<file path="src/hw/rtl/tse_pkg.sv">
// Shared constants and types for the tone sweep effect sequencer.
package tse_pkg;

  localparam int FREQ_BITS  = 16;
  localparam int COUNT_BITS = 12;
  localparam int REP_BITS   = 8;
  localparam int MODE_BITS  = 2;
  localparam int LFSR_W     = 16;

  localparam logic [LFSR_W-1:0] LFSR_SEED = 16'hACE1;
  localparam logic [LFSR_W-1:0] LFSR_TAPS = 16'hB400;

  // Divider widths: dividend holds diff*d or the noise word, divisor holds diff or steps.
  localparam int PROD_W    = FREQ_BITS + COUNT_BITS;
  localparam int NUM_W     = (PROD_W > LFSR_W) ? PROD_W : LFSR_W;
  localparam int DEN_W     = (FREQ_BITS > COUNT_BITS) ? FREQ_BITS : COUNT_BITS;
  localparam int DIV_CNT_W = $clog2(NUM_W);

  localparam int CFG_DW_FC = (FREQ_BITS > COUNT_BITS) ? FREQ_BITS : COUNT_BITS;
  localparam int CFG_DW    = (CFG_DW_FC > REP_BITS) ? CFG_DW_FC : REP_BITS;
  localparam int CFG_IDX_W = 3;

  localparam logic [CFG_IDX_W-1:0] REG_PATTERN_MODE = 3'd0;
  localparam logic [CFG_IDX_W-1:0] REG_REPEAT_COUNT = 3'd1;
  localparam logic [CFG_IDX_W-1:0] REG_LOW_FREQ     = 3'd2;
  localparam logic [CFG_IDX_W-1:0] REG_HIGH_FREQ    = 3'd3;
  localparam logic [CFG_IDX_W-1:0] REG_TONE_TICKS   = 3'd4;
  localparam logic [CFG_IDX_W-1:0] REG_GAP_TICKS    = 3'd5;

  localparam logic [MODE_BITS-1:0] MODE_NOISE  = 2'd0;
  localparam logic [MODE_BITS-1:0] MODE_FALL   = 2'd1;
  localparam logic [MODE_BITS-1:0] MODE_RISE   = 2'd2;
  localparam logic [MODE_BITS-1:0] MODE_SILENT = 2'd3;

  typedef struct packed {
    logic [MODE_BITS-1:0]  pattern_mode;
    logic [REP_BITS-1:0]   repeat_count;
    logic [FREQ_BITS-1:0]  low_freq;
    logic [FREQ_BITS-1:0]  high_freq;
    logic [COUNT_BITS-1:0] tone_ticks;
    logic [COUNT_BITS-1:0] gap_ticks;
  } cfg_t;

endpackage

</file>
<file path="src/hw/rtl/tse_cfg_regs.sv">
// Configuration register file of the tone sweep effect sequencer.
module tse_cfg_regs (
  input  logic                          clk,
  input  logic                          rst_n,
  input  logic                          we_i,
  input  logic [tse_pkg::CFG_IDX_W-1:0] index_i,
  input  logic [tse_pkg::CFG_DW-1:0]    wdata_i,
  output tse_pkg::cfg_t                 cfg_o
);
  import tse_pkg::*;

  cfg_t cfg_r;

  always_ff @(posedge clk) begin
    if (!rst_n) begin
      cfg_r <= '0;
    end else if (we_i) begin
      unique case (index_i)
        REG_PATTERN_MODE: cfg_r.pattern_mode <= wdata_i[MODE_BITS-1:0];
        REG_REPEAT_COUNT: cfg_r.repeat_count <= wdata_i[REP_BITS-1:0];
        REG_LOW_FREQ:     cfg_r.low_freq     <= wdata_i[FREQ_BITS-1:0];
        REG_HIGH_FREQ:    cfg_r.high_freq    <= wdata_i[FREQ_BITS-1:0];
        REG_TONE_TICKS:   cfg_r.tone_ticks   <= wdata_i[COUNT_BITS-1:0];
        REG_GAP_TICKS:    cfg_r.gap_ticks    <= wdata_i[COUNT_BITS-1:0];
        default: ; // unknown index: write dropped
      endcase
    end
  end

  assign cfg_o = cfg_r;

endmodule

</file>
<file path="src/hw/rtl/tse_divider.sv">
// Restoring divider, one quotient bit per cycle, shared by all pitch patterns.
module tse_divider (
  input  logic                      clk,
  input  logic                      rst_n,
  input  logic                      start_i,
  input  logic [tse_pkg::NUM_W-1:0] dividend_i,
  input  logic [tse_pkg::DEN_W-1:0] divisor_i,
  output logic                      done_o,
  output logic [tse_pkg::NUM_W-1:0] quotient_o,
  output logic [tse_pkg::DEN_W-1:0] remainder_o
);
  import tse_pkg::*;

  logic [NUM_W-1:0]     quo_r;
  logic [DEN_W-1:0]     rem_r;
  logic [DEN_W-1:0]     den_r;
  logic [DIV_CNT_W-1:0] cnt_r;
  logic                 busy_r;
  logic                 done_r;

  logic [DEN_W:0]   trial;
  logic [DEN_W:0]   trial_sub;
  logic             ge;
  logic [DEN_W-1:0] rem_nxt;

  always_comb begin
    trial     = {rem_r, quo_r[NUM_W-1]};
    trial_sub = trial - {1'b0, den_r};
    ge        = (trial >= {1'b0, den_r});
    rem_nxt   = ge ? trial_sub[DEN_W-1:0] : trial[DEN_W-1:0];
  end

  always_ff @(posedge clk) begin
    if (!rst_n) begin
      busy_r <= 1'b0;
      done_r <= 1'b0;
      cnt_r  <= '0;
    end else begin
      done_r <= 1'b0;
      if (start_i) begin
        busy_r <= 1'b1;
        cnt_r  <= DIV_CNT_W'(NUM_W - 1);
      end else if (busy_r) begin
        cnt_r <= cnt_r - 1'b1;
        if (cnt_r == '0) begin
          busy_r <= 1'b0;
          done_r <= 1'b1;
        end
      end
    end
  end

  always_ff @(posedge clk) begin
    if (start_i) begin
      quo_r <= dividend_i;
      rem_r <= '0;
      den_r <= divisor_i;
    end else if (busy_r) begin
      quo_r <= {quo_r[NUM_W-2:0], ge};
      rem_r <= rem_nxt;
    end
  end

  assign done_o      = done_r;
  assign quotient_o  = quo_r;
  assign remainder_o = rem_r;

endmodule

</file>
<file path="src/hw/rtl/tone_sweep_effect_sequencer.sv">
// Top level: effect sequencer with tick counters, LFSR and pitch arithmetic control.
//
// Usage:
//   in_valid/in_ready carries one transaction per timer tick (in_start_req = 0) or
//   per start request (in_start_req = 1). Each accepted transaction yields exactly
//   one result transaction on out_valid/out_ready: out_tone_on, out_pitch_out and
//   out_effect_done.
//   cfg_we/cfg_index/cfg_wdata write the six registers: pattern mode, repeat count,
//   low and high frequency, tone ticks and gap ticks. Write only while idle.
// Flow:
//   A tone tick with a nonzero band passes from acceptance through a multiply state,
//   the shared restoring divider at one bit per cycle over its 28-bit dividend,
//   and a done state before out_valid. Every other transaction goes straight to the
//   done state. in_ready is high only while the sequencer is idle and rises with
//   out_valid: a new transaction is taken only after the last result is loaded.
// Reset: rst_n (synchronous) clears the config registers, stops any effect and seeds
//   the noise LFSR with 0xACE1.
// Stall: a result held by out_ready low stays in the output register; the next
//   transaction may be accepted and worked, and waits before the output register.
module tone_sweep_effect_sequencer (
  input  logic                          clk,
  input  logic                          rst_n,
  input  logic                          in_valid,
  output logic                          in_ready,
  input  logic                          in_start_req,
  output logic                          out_valid,
  input  logic                          out_ready,
  output logic                          out_tone_on,
  output logic [tse_pkg::FREQ_BITS-1:0] out_pitch_out,
  output logic                          out_effect_done,
  input  logic                          cfg_we,
  input  logic [tse_pkg::CFG_IDX_W-1:0] cfg_index,
  input  logic [tse_pkg::CFG_DW-1:0]    cfg_wdata
);
  import tse_pkg::*;

  typedef enum logic [2:0] {
    PH_IDLE = 3'b001,
    PH_TONE = 3'b010,
    PH_GAP  = 3'b100
  } phase_t;

  typedef enum logic [3:0] {
    ST_IDLE = 4'b0001,
    ST_MUL  = 4'b0010,
    ST_DIV  = 4'b0100,
    ST_DONE = 4'b1000
  } state_t;

  typedef struct packed {
    phase_t                ph;
    logic [REP_BITS-1:0]   rc;
    logic [COUNT_BITS-1:0] tc;
  } trk_t;

  // Skip parts that are finished or empty.
  function automatic trk_t settle(trk_t s, cfg_t c);
    trk_t                  t;
    logic [COUNT_BITS-1:0] tl;
    t  = s;
    tl = (c.pattern_mode == MODE_SILENT) ? '0 : c.tone_ticks;
    if (t.ph == PH_TONE && t.tc >= tl) begin
      t.ph = PH_GAP;
      t.tc = '0;
    end
    if (t.ph == PH_GAP && t.tc >= c.gap_ticks) begin
      t.rc = t.rc + 1'b1;
      t.tc = '0;
      if (t.rc >= c.repeat_count || t.rc == '0) begin
        t.ph = PH_IDLE;
      end else if (tl != '0) begin
        t.ph = PH_TONE;
      end else if (c.gap_ticks != '0) begin
        t.ph = PH_GAP;
      end else begin
        t.ph = PH_IDLE;
      end
    end
    return t;
  endfunction

  cfg_t cfg;

  tse_cfg_regs u_cfg (
    .clk     (clk),
    .rst_n   (rst_n),
    .we_i    (cfg_we),
    .index_i (cfg_index),
    .wdata_i (cfg_wdata),
    .cfg_o   (cfg)
  );

  state_t                state_r, state_nxt;
  trk_t                  trk_r, trk_nxt;
  logic [LFSR_W-1:0]     lfsr_r, lfsr_nxt;
  logic                  on_pend_r, on_pend_nxt;
  logic                  done_pend_r, done_pend_nxt;
  logic                  use_div_r, use_div_nxt;
  logic [FREQ_BITS-1:0]  pitch_pend_r, pitch_pend_nxt;
  logic [COUNT_BITS-1:0] d_r, d_nxt;

  logic                 out_valid_r;
  logic                 out_tone_on_r;
  logic [FREQ_BITS-1:0] out_pitch_r;
  logic                 out_done_r;

  logic                  in_acc;
  logic                  out_load;
  trk_t                  trk_s1, trk_s2, trk_st, trk_inc;
  logic [COUNT_BITS-1:0] tc_inc;
  logic                  band_ok;
  logic [FREQ_BITS-1:0]  diff;
  logic [COUNT_BITS-1:0] steps;
  logic [LFSR_W-1:0]     lfsr_step;
  logic [PROD_W-1:0]     prod;

  logic                 div_start;
  logic [NUM_W-1:0]     div_dividend;
  logic [DEN_W-1:0]     div_divisor;
  logic                 div_done;
  logic [NUM_W-1:0]     div_quo;
  logic [DEN_W-1:0]     div_rem;
  logic [FREQ_BITS-1:0] q_floor, q_ceil, pitch_final;

  assign in_ready = (state_r == ST_IDLE);
  assign in_acc   = in_valid && in_ready;
  assign out_load = (state_r == ST_DONE) && (!out_valid_r || out_ready);

  assign band_ok   = (cfg.high_freq > cfg.low_freq);
  assign diff      = cfg.high_freq - cfg.low_freq;
  assign steps     = (cfg.tone_ticks < COUNT_BITS'(2)) ? COUNT_BITS'(1)
                                                       : cfg.tone_ticks - 1'b1;
  assign lfsr_step = {1'b0, lfsr_r[LFSR_W-1:1]} ^ (lfsr_r[0] ? LFSR_TAPS : '0);

  // Counter bookkeeping for one transaction.
  always_comb begin
    trk_s1  = settle(trk_r, cfg);
    tc_inc  = (trk_s1.tc == '1) ? trk_s1.tc : trk_s1.tc + 1'b1;  // saturates
    trk_inc = trk_s1;
    trk_inc.tc = tc_inc;
    trk_s2  = settle(trk_inc, cfg);
    trk_st  = '{ph: PH_TONE, rc: '0, tc: '0};
    if (cfg.repeat_count == '0) begin
      trk_st.ph = PH_IDLE;
    end else begin
      trk_st = settle(trk_st, cfg);
    end
  end

  always_comb begin
    trk_nxt        = trk_r;
    lfsr_nxt       = lfsr_r;
    on_pend_nxt    = on_pend_r;
    done_pend_nxt  = done_pend_r;
    use_div_nxt    = use_div_r;
    pitch_pend_nxt = pitch_pend_r;
    d_nxt          = d_r;
    state_nxt      = state_r;
    unique case (state_r)
      ST_IDLE: begin
        if (in_acc) begin
          on_pend_nxt    = 1'b0;
          done_pend_nxt  = 1'b0;
          use_div_nxt    = 1'b0;
          pitch_pend_nxt = '0;
          d_nxt          = trk_s1.tc;
          state_nxt      = ST_DONE;
          if (in_start_req) begin
            trk_nxt = trk_st;
          end else if (trk_s1.ph == PH_IDLE) begin
            trk_nxt = trk_s1;
          end else begin
            trk_nxt       = trk_s2;
            done_pend_nxt = (trk_s2.ph == PH_IDLE);
            if (trk_s1.ph == PH_TONE) begin
              on_pend_nxt = 1'b1;
              if (band_ok) begin
                use_div_nxt = 1'b1;
                state_nxt   = ST_MUL;
                if (cfg.pattern_mode == MODE_NOISE) begin
                  lfsr_nxt = lfsr_step;
                end
              end else begin
                pitch_pend_nxt = cfg.low_freq;
              end
            end
          end
        end
      end
      ST_MUL:  state_nxt = ST_DIV;
      ST_DIV:  if (div_done) state_nxt = ST_DONE;
      ST_DONE: if (out_load) state_nxt = ST_IDLE;
      default: state_nxt = ST_IDLE;
    endcase
  end

  // Divider operands; the product is registered inside the divider.
  assign prod         = PROD_W'(diff) * PROD_W'(d_r);
  assign div_start    = (state_r == ST_MUL);
  assign div_dividend = (cfg.pattern_mode == MODE_NOISE) ? NUM_W'(lfsr_r) : NUM_W'(prod);
  assign div_divisor  = (cfg.pattern_mode == MODE_NOISE) ? DEN_W'(diff) : DEN_W'(steps);

  tse_divider u_div (
    .clk         (clk),
    .rst_n       (rst_n),
    .start_i     (div_start),
    .dividend_i  (div_dividend),
    .divisor_i   (div_divisor),
    .done_o      (div_done),
    .quotient_o  (div_quo),
    .remainder_o (div_rem)
  );

  always_comb begin
    q_floor = FREQ_BITS'(div_quo);
    q_ceil  = q_floor + FREQ_BITS'(div_rem != '0);
    case (cfg.pattern_mode)
      MODE_NOISE: pitch_final = cfg.low_freq + FREQ_BITS'(div_rem);
      MODE_FALL:  pitch_final = cfg.high_freq - q_ceil;
      default:    pitch_final = cfg.low_freq + q_floor;
    endcase
    if (!use_div_r) begin
      pitch_final = pitch_pend_r;
    end
  end

  always_ff @(posedge clk) begin
    if (!rst_n) begin
      state_r     <= ST_IDLE;
      trk_r       <= '{ph: PH_IDLE, rc: '0, tc: '0};
      lfsr_r      <= LFSR_SEED;
      out_valid_r <= 1'b0;
    end else begin
      state_r <= state_nxt;
      trk_r   <= trk_nxt;
      lfsr_r  <= lfsr_nxt;
      if (out_load) begin
        out_valid_r <= 1'b1;
      end else if (out_ready) begin
        out_valid_r <= 1'b0;
      end
    end
  end

  always_ff @(posedge clk) begin
    on_pend_r    <= on_pend_nxt;
    done_pend_r  <= done_pend_nxt;
    use_div_r    <= use_div_nxt;
    pitch_pend_r <= pitch_pend_nxt;
    d_r          <= d_nxt;
    if (out_load) begin
      out_tone_on_r <= on_pend_r;
      out_pitch_r   <= pitch_final;
      out_done_r    <= done_pend_r;
    end
  end

  assign out_valid       = out_valid_r;
  assign out_tone_on     = out_tone_on_r;
  assign out_pitch_out   = out_pitch_r;
  assign out_effect_done = out_done_r;

endmodule
</file>
<file path="config.mk">
export PLATFORM = sky130hd
export DESIGN_NAME = tone_sweep_effect_sequencer
export DESIGN_NICKNAME = d
export VERILOG_FILES = /design/src/hw/rtl/tse_pkg.sv /design/src/hw/rtl/tse_cfg_regs.sv /design/src/hw/rtl/tse_divider.sv /design/src/hw/rtl/tone_sweep_effect_sequencer.sv
export SDC_FILE = /design/constraint.sdc
export NUM_CORES = 1
export LEC_CHECK = 0
export ABC_CLOCK_PERIOD_IN_PS = 13300
export BUFFER_PORTS_ARGS = -buffer_cell sky130_fd_sc_hd__buf_4
export CORE_MARGIN = 2
export CORE_UTILIZATION = 50
export CTS_BUF_LIST = sky130_fd_sc_hd__clkbuf_8
export DETAILED_ROUTE_END_ITERATION = 8
export PLACE_DENSITY = 0.68
export SLEW_MARGIN = 20
export SYNTH_ARGS = -nofsm -noshare
export SYNTH_HDL_FRONTEND = slang
export SYNTH_SLANG_ARGS = --single-unit
</file>
<file path="constraint.sdc">
create_clock -name clk -period 13.3 [get_ports clk]
set_clock_uncertainty 0.15 [all_clocks]
set_input_delay 0 -clock clk [delete_from_list [all_inputs] [get_ports clk]]
set_output_delay 0 -clock clk [all_outputs]
set_load 0.05 [all_outputs]
</file>
==> impl_metrics.json, run 1 <==
{
  "crit_required_ns": 13.69,
  "start_util_pct": 50.8,
  "critical_path_buf_inv_count": 2,
  "antenna_found_initial": 0,
  "arrival_ns": 11.82,
  "areaGrowthSynthToFinish_pct": 9.10,
  "yosys_most_used_dff": "dfxtp_1",
  "holdWs_ns": 0.0458,
  "p_int_mw": 2.00,
  "core_region_area_um2": 43300,
  "synth-compound-area-share_pct": 15.5,
  "synth_top_area_share_pct": 13.2,
  "routed_via_density": 5.74,
  "max_freq_ghz": 0.0875,
  "period_share_pct": 85.9,
  "fin_tns_setup_ns": 0,
  "syn_inst": 2629,
  "path_delay_family": "simple AND/OR/NAND/NOR gates",
  "via_count": 18784,
  "nNetsFinal": 3036,
  "r2r_slack_ns": 1.87,
  "r2r_end": "trk_r[4]",
  "wl_um": 61900,
  "grt_pass1_wl_um": 99900,
  "relSlewSlack_pct": 30.3,
  "syn_nets": 3010,
  "synth_area_um2": 22000,
  "cts.sinks": 226,
  "start_kind": "register",
  "hold_viol": 0,
  "drc": 0,
  "wire_per_inst_um": 18.9,
  "critPathMaxFanout": 17,
  "crit_end": "trk_r[4]",
  "clockBufferDepth": 3,
  "grt_pass1_vias": 18543,
  "slowest_stage": "and3b_1",
  "ys_seq_area_share_pct": 24.8,
  "synth-simple-area-share_pct": 20.7,
  "p_leak_nw": 10.6,
  "post_synth_num_cell_types": 87,
  "synth_top_family_by_area": "adder cells",
  "synth-xor-area-share_pct": 4.18,
  "n_fill_cell": 3973,
  "die-height_um": 214,
  "synthMuxAreaShare_pct": 2.32,
  "vdd_drop_max_uv": 241,
  "setup_violations": 0,
  "end_kind": "register",
  "maxSlewViolCount": 0,
  "holdPathStages": 4,
  "cts_buffers": 42,
  "clk_pin_slew_ns": 0.07,
  "drt_pre_antenna_iters": 6,
  "post_cts_resize_count": 0,
  "overflow": 0,
  "postRouteAntennaNets": 0,
  "cts_max_level": 2,
  "switching_share_pct": 43.9,
  "insertion_delay_ns": 0.64,
  "grt_max_degree": 67,
  "worst_pin_slew_ns": 1.04,
  "status": "complete, no violations",
  "place_congestion": 0.905,
  "cts_setup_buffers": 0,
  "track_usage_pct": 28.0,
  "drive_gt1_share_pct": 6.44,
  "p_sw_mw": 1.57,
  "maxCapViolations": 0,
  "rows": 76,
  "path_depth": 44,
  "critPathLaunch": "u_cfg.cfg_o[64]",
  "crit_type": "reg2reg",
  "critPathMaxStageDelay_ns": 0.62,
  "period_needed_ns": 11.43,
  "cpMostUsedCell": "nand2_1",
  "hold_buffers": 33,
  "syn_area_per_cell_um2": 8.36,
  "die_area_um2": 45700,
  "dp_hpwl_um": 47000,
  "yosys.area_share.adder_pct": 25.2,
  "ios": 45,
  "synthArstFlopShare_pct": 0,
  "power.density_nw_per_um2": 149,
  "rsz0062_at_grt": "false",
  "power_frac_seq_pct": 21.7,
  "rr_startpoint": "u_cfg.cfg_o[64]",
  "cts_tree": "built",
  "synthTopCellsByArea": "fa_1 (13%), edfxtp_1 (13%), dfxtp_1 (12%)",
  "ctsRootBufferMaster": "clkbuf_8",
  "io_buffers": 44,
  "synth_area_leader_cell": "fa_1",
  "die_w_um": 214,
  "reg2reg_depth": 44,
  "antenna_cells": 0,
  "drtIter0Drc": 1576,
  "clkPwrFrac_pct": 19.7,
  "synth_seq_cells": 226,
  "comb_power_share_pct": 58.6,
  "synth_edf_count": 93,
  "hold_path.class": "in2reg",
  "yosysWarnings": 0
}
-- logic make-up (layout without fill, tap and decap cells) --
kind of cell,count (synthesis),count (layout)
buf+inv,418,477
xor+xnor,105,105
fa+ha+maj,356,356
simple gates,970,970
flops,226,226
compound gates,504,504
mux,50,50
-- placed cells by master (no fill, tap or decap), types with 21 or more instances in the layout --
cell type      synthesis  layout
a21boi_0              63      63
a21o_1                33      33
a21oi_1               98      98
a31oi_1               23      23
and2_1                75      75
and3_1                24      24
buf_4                  3      71
clkbuf_8               0      43
dfxtp_1              133     133
dlygate4sd3_1          0      33
edfxtp_1              93      93
fa_1                 145     145
ha_1                 211     211
inv_1                295     308
mux2i_1               45      45
nand2_1              450     450
nand3_1               66      66
nor2_1               131     129
nor2b_1               57      57
nor3_1                49      48
nor4_1                22      22
o211ai_1              21      21
o21ai_0              106     105
xnor2_1               69      68
xor2_1                36      35
-- per-layer routing --
layer | share of wire, % | up-vias | global-route usage [%]
li1 | - | 8995 | -
met2 | 47 | 609 | 46.5
met5 | 0 | - | 0
met1 | 43 | 9023 | 36.9
met3 | 6.1 | 157 | 4.34
met4 | 4.0 | 0 | 10.8
-- layout make-up --
| type | instances | area (um2) | share of cell area, % |
|---|---|---|---|
| multi-input combinational | 1985 | 15000 | 62.5 |
| sequential | 226 | 5460 | 22.8 |
| inverter | 296 | 1110 | 4.63 |
| timing repair buffer | 104 | 863 | 3.60 |
| tap | 585 | 732 | 3.05 |
| clock buffer | 43 | 592 | 2.47 |
| clock inverter | 34 | 249 | 1.04 |
-- power by group through the flow --
stage / combinational, mW / clock, mW / sequential, mW
CTS: 2.10 / 0.712 / 0.773
detailed placement: 2.07 / 0 / 0.788
global route: 2.41 / 0.741 / 0.777
floorplan: 1.65 / 0 / 0.770
global placement: 2.02 / 0 / 0.787
finish: 2.09 / 0.702 / 0.774
-- sequential cells by signal (all words and copies together), names as in the netlist --
register / cells
out_valid: 1
state_r: 4
u_cfg.cfg_o: 66
u_div.den_r: 16
out_pitch_out: 16
out_effect_done: 1
u_div.remainder_o: 16
out_tone_on: 1
u_div.cnt_r: 5
use_div_r: 1
pitch_pend_r: 16
lfsr_r: 16
d_r: 12
trk_r: 23
on_pend_r: 1
done_pend_r: 1
u_div.busy_r: 1
u_div.quotient_o: 28
u_div.done_o: 1
-- worst register-to-register path, delay by kind of cell (launching register included) --
family	cells	cell delay, ns
adders and majority gates	5	1.21
AOI/OAI and AO/OA	18	4.49
and+or+nand+nor	18	4.51
DFF	1	0.47
xor gates and xnor gates	1	0.29
buffers and inverters	2	0.23
-- per-stage QoR --
stage                     util [%]  std cells  instance area [um2]  total power [mW]  setup WS (ns)
after CTS                     55.4       3273                24000              3.58           1.94
after floorplan                  -       2629                22000              2.42           3.21
after global routing          55.4       3273                24000              3.93           1.05
final                         55.4       3273                24000              3.57           1.87
after global placement        52.7       3163                22800              2.81           2.25
after detailed placement      52.7       3163                22800              2.86           2.01
-- worst min path at each step --
| stage | startpoint | to | slack (ns) |
|---|---|---|---|
| 2_1_floorplan | cfg_wdata[0] | u_cfg.cfg_o[0] | -0.005 |
| 3_3_place_gp | cfg_wdata[15] | u_cfg.cfg_o[55] | 0.13 |
| 3_5_place_dp | cfg_wdata[12] | u_cfg.cfg_o[36] | 0.13 |
| 4_1_cts | cfg_wdata[14] | u_cfg.cfg_o[38] | 0.02 |
| 5_1_grt | cfg_wdata[11] | u_cfg.cfg_o[35] | 0.08 |
| 6_report | cfg_wdata[14] | u_cfg.cfg_o[38] | 0.05 |
-- synth_stat cells (16+ instances only) --
cell and number:
and2_1 75, inv_1 295, xnor2_1 69, dfxtp_1 133
nor3_1 49, ha_1 211, clkbuf_1 110, edfxtp_1 93
nand2b_1 19, nand4_1 18, o211ai_1 21, xor2_1 36
a21boi_0 63, and3_1 24, a21oi_1 98, a22o_1 16
nor4_1 22, nor2_1 131, o21ai_0 106, nor2b_1 57
o21a_1 16, fa_1 145, a31oi_1 23, nand2_1 450
nand3_1 66, mux2i_1 45, a21o_1 33
(Power assumes the default switching activity.)
==> run 2: changes to the inputs <==
--- a/config.mk
+++ b/config.mk
@@ -9,10 +9,12 @@
 export BUFFER_PORTS_ARGS = -buffer_cell sky130_fd_sc_hd__buf_4
 export CORE_MARGIN = 2
 export CORE_UTILIZATION = 50
-export CTS_BUF_LIST = sky130_fd_sc_hd__clkbuf_8
+export CTS_BUF_LIST = sky130_fd_sc_hd__clkbuf_4 sky130_fd_sc_hd__clkbuf_8 sky130_fd_sc_hd__clkbuf_16
 export DETAILED_ROUTE_END_ITERATION = 8
 export PLACE_DENSITY = 0.68
+export REMOVE_ABC_BUFFERS = 1
 export SLEW_MARGIN = 20
 export SYNTH_ARGS = -nofsm -noshare
 export SYNTH_HDL_FRONTEND = slang
+export SYNTH_HIERARCHICAL = 1
 export SYNTH_SLANG_ARGS = --single-unit
==> run 2 against run 1 <==
Against the previous run:
- utilization increased by 0.16 points
- power increased by 4.6%
- cell count decreased by 7.1%
- sequential power increased by 3.2%
- flip-flop and latch count unchanged
- maximum frequency increased by 1.9%
- global-route usage decreased by 2.7 points
- final area decreased by 2.3%
- sequential share of layout area increased by 0.55 points
- register-to-register slack improved by 0.21 ns
- critical path type unchanged
- largest power group unchanged
==> impl_metrics.json, run 2 <==
{
  "status": "complete, no violations",
  "layout.cells.most_common": "nand2_1",
  "critPathMaxStageDelay_ns": 0.85,
  "max_freq_ghz": 0.0891,
  "track_usage_pct": 25.4,
  "post_cts_resize_count": 0,
  "vdd_drop_max_uv": 234,
  "place_congestion": 0.962,
  "synth_seq_cells": 226,
  "switching_share_pct": 44.4,
  "post-place-ws_ns": 2.22,
  "hold_path.class": "in2reg",
  "postRouteAntennaNets": 0,
  "antenna_found_initial": 0,
  "post_synth_num_cell_types": 90,
  "overflow": 0,
  "largest_register_ffs": 66,
  "nNetsFinal": 2860,
  "routed_via_density": 5.68,
  "p_total_mw": 3.73,
  "insertion_delay_ns": 0.57,
  "hold_viol": 0,
  "die_area_um2": 44600,
  "die-height_um": 211,
  "clk_pin_slew_ns": 0.07,
  "clkPwrFrac_pct": 19.7,
  "yosys_most_used_dff": "dfxtp_1",
  "core_region_area_um2": 42100,
  "ios": 45,
  "p_int_mw": 2.07,
  "synth_top_family_by_area": "adder cells",
  "die_w_um": 211,
  "p_leak_nw": 10.8,
  "areaGrowthSynthToFinish_pct": 9.16,
  "final_cell_mix": "nand2_1 (400), inv_1 (293), ha_1 (211)",
  "dp_hpwl_um": 42900,
  "maxSlewViolCount": 0,
  "drtIter0Drc": 1061,
  "synth_top_area_share_pct": 13.5,
  "worst_pin_slew_ns": 0.988,
  "via_count": 17260,
  "end_kind": "register",
  "place_inst": 2959,
  "synth-simple-area-share_pct": 18.3,
  "synth-compound-area-share_pct": 11.4,
  "slowest_stage": "nor4_2",
  "grt_pass1_vias": 17035,
  "synthMuxAreaShare_pct": 6.61,
  "yosysMostFrequentCell": "nand2_1",
  "crit_required_ns": 13.61,
  "synth-xor-area-share_pct": 4.98,
  "power_frac_seq_pct": 21.4,
  "wire_per_inst_um": 18.5,
  "stdcell_area_um2": 23400,
  "fin_tns_setup_ns": 0,
  "cts_buffers": 27,
  "cts.sinks": 226,
  "drc": 0,
  "fin_ws_ns": 2.08,
  "synth_edf_count": 93,
  "start_kind": "register",
  "rows": 75,
  "p_sw_mw": 1.66,
  "comb_power_share_pct": 58.9,
  "io_buffers": 44,
  "drt_pre_antenna_iters": 5,
  "drive_gt1_share_pct": 7.44,
  "hp-start": "cfg_index[0]",
  "cts_max_level": 1,
  "power.density_nw_per_um2": 159,
  "wl_um": 56200,
  "grt_pass1_wl_um": 89900,
  "start_util_pct": 50.9,
  "rr_startpoint": "u_cfg/cfg_o[64]",
  "synth_area_um2": 21500,
  "ctsRootBufferMaster": "clkbuf_16",
  "clockBufferDepth": 3,
  "placed_cell_area_um2": 22200,
  "synthArstFlopShare_pct": 0,
  "synth_common_cells": "nand2_1 (400), inv_1 (294), ha_1 (211)",
  "yosys.area_share.adder_pct": 25.8,
  "critPathMaxFanout": 20,
  "syn_area_per_cell_um2": 8.75,
  "synth_area_leader_cell": "fa_1",
  "arrival_ns": 11.53,
  "grt_max_degree": 82,
  "final_cells": 3040,
  "crit_type": "reg2reg",
  "relSlewSlack_pct": 34.1,
  "cts_tree": "built",
  "critPathLaunch": "u_cfg/cfg_o[64]",
  "maxCapViolations": 0,
  "setup_violations": 0,
  "yosysWarnings": 6,
  "syn_inst": 2451,
  "period_share_pct": 84.3,
  "cpMostUsedCell": "nand2_1",
  "rsz0062_at_grt": "false",
  "synthTopCellsByArea": "fa_1 (14%), edfxtp_1 (13%), dfxtp_1 (12%)",
  "ys_seq_area_share_pct": 25.4,
  "period_needed_ns": 11.22
}
[run 2: critical path: cells and delay by family, from the launching register on]
kind | cells | cell delay [ns]
flops | 1 | 0.38
buf+inv | 4 | 0.58
compound gates | 17 | 3.61
xor+xnor | 1 | 0.14
simple gates | 18 | 4.83
fa+ha+maj | 5 | 1.38
[run 2: metrics by stage]
stage,hold WS (ns),utilization (%)
6_report,0.0262,55.6
3_5_place_dp,0.137,52.8
3_3_place_gp,0.124,52.7
4_1_cts,0.000803,55.6
2_1_floorplan,-0.0881,-
5_1_grt,0.0493,55.6
[run 2: area by class of cell]
type	count	area [um2]
antenna	1	2.50
clock buffer	29	708
inverter	294	1100
fill	3811	18700
tap	539	674
multi-input combinational	1828	14500
timing repair buffer	102	841
clock inverter	21	170
sequential	226	5460
[run 2: final timing paths]
kind | slack, ns | end | depth (start not counted)
worst max-delay path | 2.08 | trk_r[2] | 45
worst max register to register | 2.08 | trk_r[2] | 45
worst min register to register | 0.28 | out_tone_on | 0
worst min-delay path | 0.03 | u_cfg/cfg_o[60] | 3
[run 2: repair_timing]
action,in CTS,in global routing
hold endpoints to repair,86,0
setup endpoints to repair,0,0
hold buffers,30,0
buffers inserted,0,0
[run 2: cell families after synthesis]
family | Yosys count
AOI/OAI and AO/OA | 380
DFF | 226
and+or+nand+nor | 833
muxes | 138
buffers and inverters | 397
xor gates and xnor gates | 121
adders and majority gates | 356
[run 2: routing by layer]
layer  vias up  wire (um)  share of wire, %  track usage [%]
met3       119       2990               5.3             2.75
met4         0       1760               3.1             7.70
met5         -          0                 0                0
met1      8386      24800                44             34.0
li1       8295          -                 -                -
met2       460      26600                47             43.1
[run 2: power groups by stage]
| stage | Sequential (mW) | Combinational (mW) | Clock [mW] |
|---|---|---|---|
| after global routing | 0.802 | 2.52 | 0.774 |
| final | 0.799 | 2.20 | 0.734 |
| after CTS | 0.798 | 2.21 | 0.747 |
| after detailed placement | 0.812 | 2.18 | 0 |
| after floorplan | 0.808 | 1.66 | 0 |
| after global placement | 0.811 | 2.14 | 0 |
